`config.mk`:
```
export PLATFORM = sky130hd
export DESIGN_NAME = ikp_div_cell
export DESIGN_NICKNAME = d
export VERILOG_FILES = /design/src/sv/ikp_div_cell.sv
export SDC_FILE = /design/constraint.sdc
export NUM_CORES = 1
export LEC_CHECK = 0
export BUFFER_PORTS_ARGS = -buffer_cell sky130_fd_sc_hd__buf_2
export CAP_MARGIN = 20
export CORE_UTILIZATION = 46
export DETAILED_ROUTE_END_ITERATION = 10
export PLACE_DENSITY = 0.77
export SYNTH_ARGS = -nofsm -noshare
export SYNTH_HDL_FRONTEND = slang
export SYNTH_SLANG_ARGS = --single-unit
```
`constraint.sdc`:
```
create_clock -name aclk -period 3.2 [get_ports aclk]
set_input_delay 0 -clock aclk [delete_from_list [all_inputs] [get_ports aclk]]
set_output_delay 0 -clock aclk [all_outputs]
set_load 0.05 [all_outputs]
```
`src/sv/ikp_div_cell.sv`:
```
// one quotient bit of a pipelined restoring divider, several lanes in lockstep
module ikp_div_cell #(
    parameter int DW    = 41,
    parameter int QBITS = 21,
    parameter int LANES = 2,
    parameter int SW    = 1
) (
    input  logic              aclk,
    input  logic              aresetn,
    input  logic              ce,
    input  logic              in_valid,
    input  logic [DW:0]       in_rem [LANES],
    input  logic [DW-1:0]     in_den [LANES],
    input  logic [QBITS-1:0]  in_q   [LANES],
    input  logic [SW-1:0]     in_side,
    output logic              out_valid,
    output logic [DW:0]       out_rem [LANES],
    output logic [DW-1:0]     out_den [LANES],
    output logic [QBITS-1:0]  out_q   [LANES],
    output logic [SW-1:0]     out_side
);

    logic             valid_reg;
    logic [DW:0]      rem_reg [LANES];
    logic [DW-1:0]    den_reg [LANES];
    logic [QBITS-1:0] q_reg   [LANES];
    logic [SW-1:0]    side_reg;
    logic [DW:0]      rem_next [LANES];
    logic [QBITS-1:0] q_next   [LANES];
    logic [DW:0]      diff     [LANES];
    logic             ge       [LANES];

    // compare, subtract, shift the remainder up
    always_comb begin
        for (int l = 0; l < LANES; l++) begin
            ge[l]   = in_rem[l] >= {1'b0, in_den[l]};
            diff[l] = in_rem[l] - {1'b0, in_den[l]};
            if (ge[l]) begin
                rem_next[l] = {diff[l][DW-1:0], 1'b0};
            end else begin
                rem_next[l] = {in_rem[l][DW-1:0], 1'b0};
            end
            q_next[l] = {in_q[l][QBITS-2:0], ge[l]};
        end
    end

    // valid
    always_ff @(posedge aclk) begin
        if (!aresetn) begin
            valid_reg <= 1'b0;
        end else if (ce) begin
            valid_reg <= in_valid;
        end
    end

    // payload
    always_ff @(posedge aclk) begin
        if (ce) begin
            rem_reg  <= rem_next;
            den_reg  <= in_den;
            q_reg    <= q_next;
            side_reg <= in_side;
        end
    end

    assign out_valid = valid_reg;
    assign out_rem   = rem_reg;
    assign out_den   = den_reg;
    assign out_q     = q_reg;
    assign out_side  = side_reg;

endmodule

```
==> results.cfg <==
[worst_setup_path]
cp_max_fo = 19
critPathLaunch = in_rem[12]
worstRegToRegCells = 3
critPathRequiredTime_ns = 3.47
endpoint = out_rem[14]
start_kind = input port
r2r-start = out_valid
cp.arrival_ns = 3.36
endpoint_kind = flop
r2r_end = out_valid
criticalPathCategory = input port to flop
rrSetupSlack_ns = 2.02

[global_routing]
grt_pass1_wl_mm = 55.2
grt_pass1_vias = 11300
antenna_found_initial = 2
grt_use_total_pct = 26.1
grt-ovfl-total = 0
grt_max_degree = 108

[sta]
worst-slew-pin-transition_ns = 0.637
fin_skew_ns = 0
finalHoldViolCount = 0
period_share_pct = 96.6
rsz0062_at_grt = true
max-slew-margin-rel_pct = 57.5
maxSlewViolCount = 0
max_freq_mhz = 323
setup_viol = 0
fin_crit_ns = 3.09
tns_ns = 0

[placed_design]
port_buffers = 418
hpwl_mm = 25.9
place.gp.congestion = 0.934
dpl_cell_area_mm2 = 0.0149

[route]
routed_wl_mm = 37.1
vias = 11200
drt_iter0_drc = 743
wl_per_cell_um = 17.6
drc = 0
vias_per_cell = 5.31
ant_nets = 0
drt_pass1_iterations = 6

[clocking]
clock-sinks = 208
clk_latency_ns = 0.52
cts_buffers = 25
clk_pin_slew_ns = 0.06
root_buffer = clkbuf_16
clock_path_buffers = 3
cts_max_level = 1
postCtsSetupRepairBufs = 0
cts_tree = done

[worst_hold_path]
hp-start = ce
hold_path_class = input port to flop

[floorplan]
pin_count = 423
fp.dieW_um = 165
rows = 59
initial_utilization_pct = 46.8
die-area_mm2 = 0.0272
core_area_mm2 = 0.0261
die_y_um = 165

[final_layout]
nFillCells = 1842
final_layout_size_suffix_gt1_share_pct = 30.5
final_nets = 2049
design_area_mm2 = 0.0178
syn2layout_area_growth_pct = 45.6

[power_and_ir_drop]
leakage_nw = 8.10
ir_worst_vdd_v = 0.000589
p_per_area_mw_per_mm2 = 537

[synth]
synth_warnings = 0
synth_edf_count = 207
netlist_area_mm2 = 0.0122
synth_ff_type = edfxtp_1
async_flop_share_pct = 0
yosysSeqAreaShare_pct = 51.1
avgSynthCellArea_um2 = 11.1
yosys_register_bits = 208
synth_cells = 1104
synthDistinctLibCells = 64

[status]
status = completed

[job]
drv_cap = 0
area by class of cell:
cell class	count	area, um2	share of cell area [%]
Antenna cell	3	7.51	0.0422
Multi-Input combinational cell	758	5460	30.7
Inverter	105	394	2.22
Tap cell	335	419	2.36
Clock inverter	14	128	0.718
Clock buffer	30	644	3.63
Sequential cell	208	6240	35.1
Timing Repair Buffer	654	4490	25.2
state kept, by name, indices dropped and copies added (netlist names):
| signal | flops |
|---|---|
| out_den | 82 |
| out_q | 42 |
| out_rem | 82 |
| out_side | 1 |
| out_valid | 1 |
per-layer routing:
| metal | vias to the layer above | wire length [um] | track usage [%] |
|---|---|---|---|
| met4 | 0 | 1780 | 13.1 |
| met1 | 5239 | 13500 | 27.5 |
| li1 | 5332 | - | - |
| met2 | 497 | 19300 | 49.4 |
| met3 | 126 | 2490 | 4.29 |
| met5 | - | 0 | 0 |
synthesized netlist by cell type, types with 2 or more instances:
master / number / area [um2]
ha_1: 82 / 1030
fa_1: 2 / 40.0
or3_1: 5 / 31.3
a31oi_1: 7 / 43.8
xnor2_1: 41 / 359
o21a_1: 11 / 82.6
a21o_1: 52 / 390
and3_1: 7 / 43.8
inv_1: 105 / 394
nand2_1: 102 / 383
nand2b_1: 10 / 62.6
and4_1: 5 / 43.8
mux2_2: 4 / 45.0
nor3_1: 13 / 65.1
o21bai_1: 7 / 52.6
o31ai_1: 7 / 52.6
nand3_1: 12 / 60.1
nor2b_1: 8 / 50.1
a2bb2oi_1: 2 / 17.5
edfxtp_1: 207 / 6220
nor2_1: 55 / 206
buf_2: 3 / 15.0
or3b_2: 2 / 17.5
a211oi_1: 7 / 52.6
nand3b_1: 2 / 15.0
buf_4: 2 / 15.0
mux2_4: 35 / 526
xor2_1: 27 / 236
a21oi_1: 91 / 455
a2111oi_0: 3 / 26.3
nor4_1: 3 / 18.8
nand4_1: 13 / 81.3
a311oi_1: 2 / 17.5
a31o_2: 2 / 17.5
mux2i_1: 4 / 40.0
a221oi_1: 5 / 43.8
clkbuf_1: 24 / 90.1
o21ai_0: 82 / 410
buf_6: 4 / 45.0
and2_1: 8 / 50.1
o21ai_1: 6 / 30.0
o211ai_1: 13 / 97.6
how the worst min path moves through the flow:
stage / cells after the start / slack, ns / to
floorplan: 0 / 0.1 / out_den[0]
detailed placement: 1 / 0.18 / out_q[28]
global route: 2 / 0.08 / out_den[9]
finish: 2 / 0.05 / out_den[9]
CTS: 4 / 0.06 / out_rem[1]
global placement: 1 / 0.18 / out_q[28]
critical path, cell delays in order:
cell and delay, ns:
dlygate4sd3_1 0.54, buf_2 0.13, ha_1 0.37, and4_1 0.27, nand2_1 0.09, or3_1 0.39
a21o_1 0.22, a211oi_4 0.31, o2111ai_4 0.18, a21oi_4 0.21, o21ai_4 0.12, buf_12 0.21
mux2_4 0.31
cells by family after synthesis:
| group | share of synthesized area (%) |
|---|---|
| flops | 51.1 |
| other cells | 0.0307 |
| xor+xnor | 4.88 |
| compound gates | 15.9 |
| fa+ha+maj | 8.73 |
| mux | 5.09 |
| simple gates | 9.67 |
| buf+inv | 4.62 |
placed cells by master (no fill, tap or decap), types with 20 or more instances in the layout:
master	count
nand2_1	102
clkbuf_16	25
buf_2	417
a21o_1	52
edfxtp_1	207
mux2_4	35
o21ai_0	82
a21oi_1	89
xor2_1	27
xnor2_1	41
buf_4	20
ha_1	81
nor2_1	55
dlygate4sd3_1	207
inv_1	105
power by group:
part | internal, W | switching [W]
Clock | 0.00159 | 0.00113
Sequential | 0.00339 | 0.0000884
Combinational | 0.00115 | 0.00219
Total | 0.00613 | 0.00341
through the flow:
stage	instances	power, W	setup WS (ns)	util (%)	hold slack [ns]
after floorplan	1105	0.00575	0.237	-	0.0989
after global placement	1853	0.00655	0.0585	57.1	0.177
after detailed placement	1853	0.00660	-0.00220	57.1	0.178
after CTS	2104	0.00953	0.0755	68.0	0.0573
after global routing	2106	0.00989	-0.000543	68.2	0.0751
final	2107	0.00954	0.107	68.2	0.0470
timing repair:
item,CTS,global route
hold buffers,207,0
endpoints found under the setup margin,0,53
endpoints found under the hold margin,206,0
gates resized for setup,0,10
Note: power is estimated with default switching activity, not from simulation.
