### src/sv/ikp_pkg.sv
// shared types, constants and the arctangent table of the two-link arm solver
package ikp_pkg;

    // default number of cordic steps
    localparam int CORDIC_ITERATIONS_DEF = 16;
    localparam int ATAN_TABLE_LEN        = 24;

    // configuration register indexes and reset values
    localparam int CFG_IDX_W  = 8;
    localparam int CFG_DATA_W = 16;
    localparam int LINK_W     = 15;
    localparam logic [CFG_IDX_W-1:0] CFG_UPPER_LINK = 8'd0;
    localparam logic [CFG_IDX_W-1:0] CFG_LOWER_LINK = 8'd1;
    localparam logic [LINK_W-1:0] UPPER_LINK_RESET = 15'd1280;
    localparam logic [LINK_W-1:0] LOWER_LINK_RESET = 15'd1792;

    // datapath widths
    localparam int SQ1_N = 24;   // root bits of r
    localparam int SQ2_N = 21;   // root bits of the sine
    localparam int DIV_W = 41;   // divider operand width
    localparam int QW    = 21;   // cosine magnitude bits
    localparam int XW    = 36;   // cordic x/y width
    localparam int ZW    = 26;   // cordic angle width
    localparam int AW    = 28;   // angle difference width

    // angles in 2^-16 degree and output limits in 1/64 degree
    localparam int DEG90  = 90 * 65536;
    localparam int DEG180 = 180 * 65536;
    localparam int SH_MIN = -23040;
    localparam int SH_MAX = 11520;
    localparam int EL_MAX = 11520;

    typedef struct packed {
        logic signed [15:0] target_x;
        logic signed [15:0] target_y;
    } ikp_in_t;

    typedef struct packed {
        logic signed [15:0] shoulder_angle;
        logic        [13:0] elbow_angle;
        logic               unreachable;
    } ikp_out_t;

    // atan(2^-i) in 2^-16 degree, rounded to nearest
    function automatic int atan_entry(input int i);
        int v;
        case (i)
            0:       v = 2949120;
            1:       v = 1740967;
            2:       v = 919879;
            3:       v = 466945;
            4:       v = 234379;
            5:       v = 117304;
            6:       v = 58666;
            7:       v = 29335;
            8:       v = 14668;
            9:       v = 7334;
            10:      v = 3667;
            11:      v = 1833;
            12:      v = 917;
            13:      v = 458;
            14:      v = 229;
            15:      v = 115;
            16:      v = 57;
            17:      v = 29;
            18:      v = 14;
            19:      v = 7;
            20:      v = 4;
            21:      v = 2;
            22:      v = 1;
            default: v = 0;
        endcase
        return v;
    endfunction

endpackage

### src/sv/ikp_cordic_cell.sv
// one vectoring step of a pipelined cordic, several lanes in lockstep
module ikp_cordic_cell #(
    parameter int IDX   = 0,
    parameter int XW    = 36,
    parameter int ZW    = 26,
    parameter int LANES = 3,
    parameter int SW    = 1
) (
    input  logic                 aclk,
    input  logic                 aresetn,
    input  logic                 ce,
    input  logic                 in_valid,
    input  logic signed [XW-1:0] in_x [LANES],
    input  logic signed [XW-1:0] in_y [LANES],
    input  logic signed [ZW-1:0] in_z [LANES],
    input  logic [SW-1:0]        in_side,
    output logic                 out_valid,
    output logic signed [XW-1:0] out_x [LANES],
    output logic signed [XW-1:0] out_y [LANES],
    output logic signed [ZW-1:0] out_z [LANES],
    output logic [SW-1:0]        out_side
);

    localparam int ATAN = ikp_pkg::atan_entry(IDX);

    logic                 valid_reg;
    logic signed [XW-1:0] x_reg [LANES];
    logic signed [XW-1:0] y_reg [LANES];
    logic signed [ZW-1:0] z_reg [LANES];
    logic [SW-1:0]        side_reg;
    logic signed [XW-1:0] x_next [LANES];
    logic signed [XW-1:0] y_next [LANES];
    logic signed [ZW-1:0] z_next [LANES];
    logic signed [XW-1:0] xs     [LANES];
    logic signed [XW-1:0] ys     [LANES];

    // rotate toward the x axis, floor shifts
    always_comb begin
        for (int l = 0; l < LANES; l++) begin
            xs[l] = in_x[l] >>> IDX;
            ys[l] = in_y[l] >>> IDX;
            if (!in_y[l][XW-1]) begin
                x_next[l] = in_x[l] + ys[l];
                y_next[l] = in_y[l] - xs[l];
                z_next[l] = in_z[l] + ZW'(ATAN);
            end else begin
                x_next[l] = in_x[l] - ys[l];
                y_next[l] = in_y[l] + xs[l];
                z_next[l] = in_z[l] - ZW'(ATAN);
            end
        end
    end

    // valid
    always_ff @(posedge aclk) begin
        if (!aresetn) begin
            valid_reg <= 1'b0;
        end else if (ce) begin
            valid_reg <= in_valid;
        end
    end

    // payload
    always_ff @(posedge aclk) begin
        if (ce) begin
            x_reg    <= x_next;
            y_reg    <= y_next;
            z_reg    <= z_next;
            side_reg <= in_side;
        end
    end

    assign out_valid = valid_reg;
    assign out_x     = x_reg;
    assign out_y     = y_reg;
    assign out_z     = z_reg;
    assign out_side  = side_reg;

endmodule

### config.mk
export PLATFORM = sky130hd
export DESIGN_NAME = ikp_cordic_cell
export DESIGN_NICKNAME = d
export VERILOG_FILES = /design/src/sv/ikp_pkg.sv /design/src/sv/ikp_cordic_cell.sv
export SDC_FILE = /design/constraint.sdc
export NUM_CORES = 1
export LEC_CHECK = 0
export BUFFER_PORTS_ARGS = -buffer_cell sky130_fd_sc_hd__buf_4
export CAP_MARGIN = 20
export CELL_PAD_IN_SITES_DETAIL_PLACEMENT = 1
export CELL_PAD_IN_SITES_GLOBAL_PLACEMENT = 1
export CORE_ASPECT_RATIO = 1.2
export CORE_MARGIN = 5
export CORE_UTILIZATION = 46
export CTS_CLUSTER_SIZE = 16
export DETAILED_ROUTE_END_ITERATION = 10
export HOLD_SLACK_MARGIN = 0.05
export PLACE_DENSITY_LB_ADDON = 0.1
export SKIP_LAST_GASP = 1
export SYNTH_ARGS = -nofsm -noshare
export SYNTH_HDL_FRONTEND = slang
export SYNTH_SLANG_ARGS = --single-unit
### constraint.sdc
create_clock -name aclk -period 11.3 [get_ports aclk]
set_input_delay 2.825 -clock aclk [delete_from_list [all_inputs] [get_ports aclk]]
set_output_delay 2.825 -clock aclk [all_outputs]
set_load 0.01 [all_outputs]
==> summary.txt <==
Synth
  • Main synth FF type: edfxtp_1
  • Synth Cell Area: 28600 µm²
  • Synth unique cells: between 80 and 90
  • Post-synthesis cell count: 3342
  • Average size of a mapped cell: 8.56 µm²
  • Yosys warns: 0
  • Sequential area share after synthesis: a little under a third
  • Yosys reg bits: 293
  • Syn_nets: 3992
  • Post-synth EDFFs: 292
  • FFs w/ async S/R, synth: 0%

Clock network
  • H-Tree Depth: 2
  • CTS hold repair buffers: 0
  • CTS tree: done
  • TritonCTS Buffers: 36
  • Clk slew on worst S/H paths: 0.06 ns
  • Root Driver: clkbuf_16
  • Cts repair resizes: 0
  • Clock Path Buffers: 3
  • Clock Latency Late Sink: ~0.55 ns
  • CTS sink count: 293
  • Post-CTS setup buffer count: 0

Setup path
  • CP endpoint kind: register
  • Crit Path Max Fanout: 15
  • Crit path DAT: 6.61 ns
  • Crit path launch type: input port
  • Worst Path Required: between 10 and 15 ns
  • Crit path kind: in -> reg

STA
  • Final Max Slew Viols: 0
  • Slew HR: roughly 23%
  • Worst Skew: 0 ns
  • Setup TNS: 0 ns
  • Period utilization: ~56%
  • Hold_ws: 0.621 ns
  • Unrepaired setup endpoints after global routing: no
  • Tmin final: 6.30 ns
  • Measured slew at the worst slew-check pin: 1.16 ns
  • Endpoints failing hold: 0
  • Fmax: 0.159 GHz
  • Final setup violation count: 0

Global routing
  • GR Overflow Total: 0
  • Total GRT Usage: a little over a third
  • Vias in the first global route: 30480
  • First-pass GRT wire length: 189000 µm
  • Largest net degree at the start of global routing: between 90 and 100
  • Initial antenna violation count: 11

Placement
  • Post-DP HPWL: roughly 100000 µm
  • IO Port Bufs: between 500 and 600
  • RePlAce Congestion: 1.01

Routing
  • Drt pass-1 iters: 5
  • Vias/cell: 6.22
  • Wirelength per Cell: 27.3 µm
  • Post-route ant nets: 0
  • Final wirelength: 128000 µm
  • Initial DRC count: 2274
  • DRC viols: 0
  • Vias: 29090

Cells and area
  • FF+latch area: between 8000 and 9000 µm²
  • Syn-to-layout area delta: 21.3%
  • Fraction of layout cells with a size suffix above 1: between 10% and 20%
  • Final nets: roughly 4500
  • Multi-input combinational cell area: 17800 µm²
  • Filler Cell Count: ~7400

Worst hold path
  • Hold/Removal Path Class: reg -> reg

Power and ir drop
  • Leak: 15.5 nW
  • VDD IR max: approximately 120 µV
  • Power Density: roughly 130 nW/µm²

Floorplanning
  • Number of I/O pins: 595
  • Starting density of the core: between 40% and 50%
  • Placeable Area: 61800 µm²
  • Std cell rows: 100
  • Die height: 283 µm
  • Die Wd: 238 µm
  • Die area: ~67000 µm²

Outcome
  • Outcome: finished clean

Run
  • Max-cap violations: 0
[state kept, by name (all words and copies together) (netlist names)]
name       count
out_valid      1
out_y        107
out_side       1
out_x        106
out_z         78
[cells in the mapped netlist (29+ instances only)]
library cell    n  area share [%]
a31oi_1        41            0.90
a21oi_1       425             7.4
nand2b_1       30            0.66
nor3_1         59             1.0
xnor2_1       189             5.8
a211oi_1       40             1.1
edfxtp_1      292              31
o21ai_0       215             3.8
mux2i_1        37             1.3
ha_1          339              15
nor2_1        260             3.4
o31ai_1        31            0.81
buf_1          29            0.38
xor2_1         35             1.1
inv_1         349             4.6
o21bai_1       90             2.4
nor2b_1        35            0.77
clkbuf_1       99             1.3
nor4_1         37            0.81
o211ai_1       35            0.92
nand3_1        59             1.0
a21o_1         91             2.4
nand2_1       156             2.0
[logic make-up (layout without fill, tap and decap cells)]
family	Yosys count	count (layout)	synth area share, %
xor gates and xnor gates	224	224	6.86
buffers and inverters	517	1032	6.97
AOI/OAI and AO/OA	1152	1152	25.5
adders and majority gates	351	351	15.7
DFF	293	293	30.7
other	0	3	0
muxes	43	43	1.53
and+or+nand+nor	762	762	12.8
[layout by cell type, fill, tap and decap left out, drive strengths merged, types with 28 or more instances in the layout]
master and instances:
buf 605, a21oi 427, inv 349, ha 339
edfxtp 292, nor2 261, o21ai 221, xnor2 189
nand2 156, a21o 91, o21bai 90, nand3 60
nor3 59, clkbuf 44, a31oi 42, a211oi 41
nor4 39, mux2i 37, xor2 35, nor2b 35
o211ai 35, o31ai 32, nand2b 30, clkinv 29
nand4 28
[power breakdown]
part / switching [W] / internal [W] / leakage [nW]
Sequential: 0.0000764 / 0.00142 / 2.87
Combinational: 0.00110 / 0.000687 / 12.0
Clock: 0.000502 / 0.000679 / 0.555
[path summary, 6_finish.rpt]
check / from / end / slack (ns) / depth (start not counted)
setup / recovery: in_x[20] / out_x[35] / 5.00 / 11
hold / removal: out_valid / out_valid / 0.62 / 2
setup reg to reg: out_valid / out_valid / 10.57 / 2
hold reg to reg: out_valid / out_valid / 0.62 / 2
[layout make-up]
cell class / count / area share [%]
Multi-Input combinational cell: 2532 / 51.3
Sequential cell: 293 / 25.3
Timing Repair Buffer: 605 / 13.1
Inverter: 364 / 3.94
Tap cell: 816 / 2.94
Clock buffer: 44 / 2.80
Clock inverter: 19 / 0.498
Antenna cell: 3 / 0.0216
[metal layers]
layer	up-vias	share of wire [%]	global-route usage (%)
li1	12980	-	-
met1	14293	37	40.6
met2	1434	49	64.0
met3	369	7.4	6.86
met4	14	6.3	18.3
met5	-	0.072	0
[critical path: stages]
cell and delay, ns:
buf_4 0.10, inv_1 0.04, ha_1 0.65, nand2_1 0.30, nor4_1 0.58, nand3_1 0.31, a2111oi_0 0.76, nor3_1 0.30
or3_1 0.41, a22o_1 0.20, xnor2_1 0.12
[per-stage QoR]
step	utilization [%]	setup WS (ns)	cell area [µm²]	instances	power (W)
after CTS	56.1	5.05	34700	4673	0.00446
after global placement	54.3	4.51	33500	4610	0.00320
final	56.1	5.00	34700	4676	0.00447
after floorplan	-	5.77	28600	3342	0.00244
after global routing	56.1	4.91	34700	4674	0.00465
after detailed placement	54.3	4.47	33500	4610	0.00326
(Power assumes the default switching activity.)
