File: config.mk
export PLATFORM = sky130hd
export DESIGN_NAME = ikp_sqrt_cell
export DESIGN_NICKNAME = d
export VERILOG_FILES = /design/src/sv/ikp_sqrt_cell.sv
export SDC_FILE = /design/constraint.sdc
export NUM_CORES = 1
export LEC_CHECK = 0
export BUFFER_PORTS_ARGS = -buffer_cell sky130_fd_sc_hd__clkbuf_2
export CAP_MARGIN = 40
export CORE_ASPECT_RATIO = 0.8
export CORE_UTILIZATION = 40
export CTS_CLUSTER_SIZE = 25
export DETAILED_ROUTE_END_ITERATION = 7
export PLACE_DENSITY = 0.69
export SYNTH_ARGS = -nofsm -noshare
export SYNTH_HDL_FRONTEND = slang
export SYNTH_SLANG_ARGS = --single-unit
File: constraint.sdc
create_clock -name aclk -period 4.1 [get_ports aclk]
set_input_delay 0.205 -clock aclk [delete_from_list [all_inputs] [get_ports aclk]]
set_output_delay 0.205 -clock aclk [all_outputs]
set_load 0.05 [all_outputs]
File: src/sv/ikp_sqrt_cell.sv
// one digit step of a pipelined integer square root, several lanes in lockstep
module ikp_sqrt_cell #(
    parameter int N     = 24,
    parameter int LANES = 1,
    parameter int SW    = 1
) (
    input  logic                 aclk,
    input  logic                 aresetn,
    input  logic                 ce,
    input  logic                 in_valid,
    input  logic [2*N-1:0]       in_v    [LANES],
    input  logic [N+1:0]         in_rem  [LANES],
    input  logic [N-1:0]         in_root [LANES],
    input  logic [SW-1:0]        in_side,
    output logic                 out_valid,
    output logic [2*N-1:0]       out_v    [LANES],
    output logic [N+1:0]         out_rem  [LANES],
    output logic [N-1:0]         out_root [LANES],
    output logic [SW-1:0]        out_side
);

    logic           valid_reg;
    logic [2*N-1:0] v_reg    [LANES];
    logic [N+1:0]   rem_reg  [LANES];
    logic [N-1:0]   root_reg [LANES];
    logic [SW-1:0]  side_reg;
    logic [2*N-1:0] v_next    [LANES];
    logic [N+1:0]   rem_next  [LANES];
    logic [N-1:0]   root_next [LANES];
    logic [N+3:0]   acc       [LANES];
    logic [N+3:0]   trial     [LANES];

    // bring down two bits and try the next root digit
    always_comb begin
        for (int l = 0; l < LANES; l++) begin
            acc[l]   = {in_rem[l], in_v[l][2*N-1 -: 2]};
            trial[l] = {2'b00, in_root[l], 2'b01};
            v_next[l] = {in_v[l][2*N-3:0], 2'b00};
            if (acc[l] >= trial[l]) begin
                rem_next[l]  = (N+2)'(acc[l] - trial[l]);
                root_next[l] = {in_root[l][N-2:0], 1'b1};
            end else begin
                rem_next[l]  = (N+2)'(acc[l]);
                root_next[l] = {in_root[l][N-2:0], 1'b0};
            end
        end
    end

    // valid
    always_ff @(posedge aclk) begin
        if (!aresetn) begin
            valid_reg <= 1'b0;
        end else if (ce) begin
            valid_reg <= in_valid;
        end
    end

    // payload
    always_ff @(posedge aclk) begin
        if (ce) begin
            v_reg    <= v_next;
            rem_reg  <= rem_next;
            root_reg <= root_next;
            side_reg <= in_side;
        end
    end

    assign out_valid = valid_reg;
    assign out_v     = v_reg;
    assign out_rem   = rem_reg;
    assign out_root  = root_reg;
    assign out_side  = side_reg;

endmodule

==> impl_metrics.csv, run 1 <==
group,metric,value,unit
detailed_routing,wirelength,10800,µm
synthesis,yosys-top-cells-count,"97 x edfxtp_1, 30 x inv_1, 26 x ha_1, 21 x a21oi_1, 21 x nand2_1",
clock_tree,clock_latency,0.34,ns
layout,drive_gt1_share,43.8,%
worst_setup_path,critical_path_arrival,2.84,ns
detailed_routing,drc,0,
sta,fin_crit,2.73,ns
global_route,grt_pass1_wl,16800,µm
floorplan,row_count,35,
clock_tree,cts-root-buf,"clkbuf_16",
power_and_ir_drop,p_switching,0.00100,W
synthesis,syn-cell-area,0.00479,mm²
sta,slew_violations,0,
worst_setup_path,worstPathCellList,"clkbuf_2, inv_1, ha_1, nand2b_1, a211o_1, a21oi_2, o211ai_2, a31oi_2, nor2_2, o21ai_4, buf_4, mux2_2",
clock_tree,cts_tree,"yes",
synthesis,synth-compound-area-share,9.97,%
worst_setup_path,crit_required,4.21,ns
power_and_ir_drop,peakVddDrop,0.222,mV
power_and_ir_drop,power,0.00290,W
detailed_routing,drt_iter0_drc,165,
sta,finalSetupTns,0,ns
floorplan,start_util,41.3,%
floorplan,die_w,124,µm
place,hpwl,8330,µm
sta,setup-violations-final,0,
clock_tree,clockBufferDepth,2,
clock_tree,post_cts_buffers,0,
clock_tree,ctsResizeCount,0,
hold_path,hold_class,"in2reg",
worst_setup_path,cpMaxStageDelayCell,"buf_4",
worst_setup_path,path_buf_inv,3,
synthesis,ys_seq_area_share,61.2,%
global_route,grt_usage,17.6,%
synthesis,synth-async-reset-ratio,0,%
hold_path,holdPathEnd,"out_v[43]",
synthesis,synth_most_common_cell,"edfxtp_1",
sta,fmax,367,MHz
layout,layout.nets,686,
worst_setup_path,r2r_setup_slack,3.51,ns
layout,regArea,0.00293,mm²
global_route,grt_pass1_vias,3398,
layout,final_area,0.00622,mm²
power_and_ir_drop,p_leak,2.89,nW
clock_tree,numCtsBuffers,9,
sta,finalCritPeriodShare,66.5,%
clock_tree,clk_pin_slew,0.08,ns
synthesis,synth-seq-cells,98,
synthesis,synth_area_per_cell,13.7,µm²
clock_tree,clock_sinks,98,
synthesis,synth.area.top_cells,"edfxtp_1 61%, ha_1 6.8%, mux2_4 5.0%",
synthesis,netlist_instances,349,
sta,worstMarginPinSlew,0.720,ns
synthesis,synth_xor_area_share,4.20,%
worst_setup_path,reg2regPathDepth,2,
clock_tree,htree_levels,3,
global_route,grt_antenna_before_repair,0,
synthesis,ys_warn_count,0,
worst_setup_path,r2r_start,"out_valid",
clock_tree,cts-hold-fix-buffers,0,
synthesis,synthSimpleGateAreaFrac,7.00,%
synthesis,synth_top_family_by_area,"compound AO/OA/AOI/OAI gates",
power_and_ir_drop,swShare,34.5,%
floorplan,die_h,99.9,µm
floorplan,dieArea,0.0124,mm²
detailed_routing,wl_per_cell,15.3,µm
layout,multi_input_area,0.00169,mm²
synthesis,synth_top_area_share,60.8,%
floorplan,core,0.0116,mm²
synthesis,synth_cell_types,51,
synthesis,synth_ff_type,"edfxtp_1",
detailed_routing,dr.pass1.iters,4,
synthesis,synthAdderAreaFrac,6.79,%
global_route,gr-total-overflow,0,
synthesis,yosys.area.top_type,"edfxtp_1",
power_and_ir_drop,p_per_area,467,mW/mm²
layout,antenna_cells,0,
place,io_buffers,200,
sta,grt_setup_unrepaired,"false",
hold_path,whs_path_depth,1,
detailed_routing,vias_per_cell,4.88,
synthesis,synth.mux.area_fraction,7.05,%
worst_setup_path,startpoint_type,"input pin",
place,gp_congestion,0.792,
place,placed_cell_area,0.00593,mm²
power_and_ir_drop,p_int,0.00190,W
layout,syn2layout_area_growth,29.8,%
detailed_routing,ant_nets,0,
worst_setup_path,path_delay_family,"compound AO/OA/AOI/OAI gates",
hold_path,hold_start,"in_v[41]",
power_and_ir_drop,seqPwrFrac,43.2,%
sta,hold_slack,0.0294,ns
layout,fillers,1016,
synthesis,synth-edff-count,97,
worst_setup_path,crit_type,"in2reg",
sta,slew_headroom,52.0,%
power_and_ir_drop,pwr-share-clk,27.9,%
worst_setup_path,worstSetupEndpointType,"flip-flop",
detailed_routing,vias,3464,
worst_setup_path,slowest_delay,0.40,ns
job,drv_cap,0,
power_and_ir_drop,pwr-share-comb,28.9,%
global_route,grt_max_degree,55,
sta,hold_violations,0,
status,status,"complete, no violations",
worst_setup_path,crit_fanout,17,
floorplan,ioPinCount,203,
worst_setup_path,reg2reg_to,"out_valid",
sta,fin_worst_skew,0,ns
## how the worst max path moves through the flow
stage,slack [ns],cells after the start,end,start
after global placement,1.06,12,out_rem[7],in_root[7]
final,1.37,12,out_rem[7],in_root[0]
after detailed placement,1.02,12,out_rem[7],in_root[7]
after global routing,1.25,12,out_rem[7],in_root[0]
after CTS,1.38,12,out_rem[7],in_root[0]
after floorplan,1.64,11,out_rem[10],in_root[0]
## area by class of cell
cell class,count,area share [%]
multi-input combinational,216,27.1
timing repair buffer,202,16.4
clock inverter,7,0.946
sequential,98,47.2
tap,148,2.98
inverter,30,1.81
clock buffer,9,3.62
## per-layer routing
layer / GRT usage [%] / vias to the layer above / wire length (µm)
met2: 28.0 / 138 / 4900
met5: 0 / - / 0
met4: 6.21 / 0 / 132
met3: 6.40 / 9 / 839
met1: 22.2 / 1611 / 4960
li1: - / 1706 / -
## sequential cells by signal, summed over array words and instances, names as in the netlist
signal and cells:
out_valid 1, out_rem 26, out_root 24, out_v 46, out_side 1
## kinds of logic (layout without fill, tap and decap cells)
group	after synthesis	count (layout)
buf+inv	36	248
flops	98	98
other cells	1	2
xor+xnor	23	23
fa+ha+maj	26	26
mux	25	25
simple gates	68	68
compound gates	72	72
## power groups by stage
stage	registers [W]	logic, W	clock network, W
global route	0.00126	0.000891	0.000878
detailed placement	0.00127	0.000840	0
global placement	0.00127	0.000834	0
CTS	0.00125	0.000843	0.000840
floorplan	0.00163	0.000271	0
finish	0.00125	0.000839	0.000810
## stage by stage
step / setup slack [ns] / instances / util (%)
after detailed placement: 1.02 / 694 / 51.1
after CTS: 1.38 / 710 / 53.6
after global placement: 1.06 / 694 / 51.1
final: 1.37 / 710 / 53.6
after floorplan: 1.64 / 350 / -
after global routing: 1.25 / 710 / 53.6
## cells in the final DEF, fill, tap and decap left out, types with 3 or more instances in the layout
cell	instances
o21a_1	3
clkbuf_16	9
mux2_4	16
buf_4	3
nand2b_1	3
mux2_2	6
a211oi_1	6
edfxtp_1	97
a21o_1	6
and2_1	3
nor2_1	16
nor3_1	6
a21oi_1	21
inv_1	30
nor2b_1	4
o21ai_0	15
clkbuf_2	199
ha_1	26
mux2i_1	3
and3_1	3
xnor2_1	13
inv_6	3
nand2_1	21
xor2_1	10
No activity file was read; power rests on OpenSTA's default activity.
==> run 2, diff against run 1 <==
- PLACE_DENSITY: 0.69 -> 0.71
- clock period: 4.1 -> 2.2 ns (I/O delays scaled with it)
==> run 2 against run 1 <==
  * Count of clock-buffer cells in the layout did not move
  * Critical endpoint is now out_rem[2]
  * Die area is the same
  * Cell count increased by 20%
  * Clock power increased by 91%
  * Largest power group unchanged
  * Clock skew unchanged
  * Critical path type unchanged
  * Largest cell class unchanged
  * Wire length up 24%
  * Combinational power is 120% higher
  * Global-route usage rose by 4.4 points
==> impl_metrics.csv, run 2 (synthesis results as in run 1) <==
group,metric,value,unit
sta,setup-violations-final,0,
sta,fmax,485,MHz
place,io_buffers,200,
global_route,grt_pass1_vias,4264,
layout,final_common_cell,"clkbuf_2",
place,placed_cell_area,0.00663,mm²
layout,drive_gt1_share,47.5,%
clock_tree,post_cts_buffers,0,
layout,syn2layout_area_growth,58.5,%
worst_setup_path,slowest_delay,0.34,ns
worst_setup_path,worstPathCellList,"clkbuf_2, inv_8, ha_4, nand2b_4, a211o_1, a21oi_2, o211ai_2, a31oi_2, nor2_2, o21ai_4, buf_4, mux2_2",
floorplan,start_util,41.3,%
detailed_routing,wirelength,13400,µm
global_route,gr-total-overflow,0,
global_route,grt_antenna_before_repair,0,
clock_tree,clk_pin_slew,0.07,ns
layout,final_area,0.00759,mm²
worst_setup_path,crit_fanout,6,
layout,fillers,872,
power_and_ir_drop,power,0.00577,W
power_and_ir_drop,peakVddDrop,0.456,mV
sta,finalCritPeriodShare,93.8,%
detailed_routing,wl_per_cell,15.7,µm
job,drv_cap,0,
clock_tree,clock_sinks,98,
sta,hold_violations,0,
clock_tree,numCtsBuffers,9,
global_route,grt_max_degree,57,
sta,slew_violations,0,
floorplan,row_count,35,
floorplan,ioPinCount,203,
status,status,"complete, no violations",
power_and_ir_drop,p_per_area,759,mW/mm²
detailed_routing,dr.pass1.iters,4,
floorplan,die_h,99.9,µm
worst_setup_path,crit_type,"in2reg",
floorplan,die_w,124,µm
sta,grt_setup_unrepaired,"false",
place,gp_congestion,0.838,
worst_setup_path,path_buf_inv,3,
detailed_routing,drt_iter0_drc,139,
clock_tree,htree_levels,3,
worst_setup_path,path_delay_family,"compound AO/OA/AOI/OAI gates",
layout,final_cell_mix,"199 x clkbuf_2, 97 x edfxtp_1, 78 x buf_4",
sta,hold_slack,0.0323,ns
detailed_routing,vias,4121,
hold_path,hold_class,"in2reg",
worst_setup_path,crit_required,2.30,ns
floorplan,core,0.0116,mm²
worst_setup_path,startpoint_type,"input pin",
clock_tree,clockBufferDepth,2,
detailed_routing,vias_per_cell,4.83,
layout,largest_reg_flops,46,
place,hpwl,9610,µm
worst_setup_path,cpMaxStageDelayCell,"mux2_2",
clock_tree,cts_tree,"yes",
sta,fin_worst_skew,0,ns
global_route,grt_usage,22.0,%
layout,antenna_cells,0,
worst_setup_path,critical_path_arrival,2.16,ns
sta,fin_crit,2.06,ns
detailed_routing,ant_nets,0,
worst_setup_path,worstSetupEndpointType,"flip-flop",
detailed_routing,drc,0,
global_route,grt_pass1_wl,21300,µm
clock_tree,cts-root-buf,"clkbuf_16",
sta,finalSetupTns,0,ns
floorplan,dieArea,0.0124,mm²
layout,layout.nets,830,
power_and_ir_drop,p_leak,3.54,nW
clock_tree,clock_latency,0.35,ns
[run 2: changes by cell type in the layout (fill, tap and decap cells not counted), moves of 2 or more]
cell / before / now
inv_6: 3 / 0
ha_1: 26 / 18
ha_4: 0 / 7
inv_1: 30 / 27
inv_2: 0 / 2
inv_8: 1 / 4
buf_4: 3 / 78
dlygate4sd3_1: 0 / 68
[run 2: worst register-to-register path, delay by kind of cell, from the launching register on]
family	cells	cell delay [ns]
flops	1	0.31
mux	1	0.12
simple gates	1	0.06
[run 2: area by class of cell]
cell class	count	area, µm²	area share [%]
Sequential cell	98	2930	38.6
Tap cell	148	185	2.44
Clock inverter	7	62.6	0.824
Timing Repair Buffer	346	2280	30.1
Clock buffer	9	225	2.97
Multi-Input combinational cell	216	1790	23.5
Inverter	30	120	1.58
[run 2: per-layer routing]
layer / global-route usage, % / vias to the layer above / routed length, µm
li1: - / 1994 / -
met1: 26.7 / 1950 / 5710
met2: 37.0 / 152 / 6410
met3: 7.04 / 25 / 951
met4: 8.06 / 0 / 369
met5: 0 / - / 0
[run 2: worst paths after layout]
path / from / endpoint / slack [ns] / cells past startpoint
setup reg to reg: out_valid / out_valid / 1.61 / 2
hold / removal: in_valid / out_valid / 0.03 / 3
setup / recovery: in_root[0] / out_rem[2] / 0.14 / 12
hold reg to reg: out_valid / out_valid / 0.52 / 2
[run 2: what timing repair did]
action / CTS / global route
hold buffers: 68 / 0
endpoints found under the hold margin: 68 / 0
gates resized for setup: 0 / 2
endpoints found under the setup margin: 0 / 4
[run 2: power breakdown]
| part | total [W] | internal, W | switching, W |
|---|---|---|---|
| clock | 0.00155 | 0.000792 | 0.000758 |
| sequential | 0.00234 | 0.00228 | 0.0000603 |
| combinational | 0.00187 | 0.000705 | 0.00117 |
[run 2: through the flow]
stage,setup slack (ns),std cells,utilization (%)
floorplan,-0.0514,350,-
global placement,-0.193,770,57.1
detailed placement,-0.294,770,57.1
CTS,0.0713,854,65.4
global route,0.00934,854,65.4
finish,0.136,854,65.4
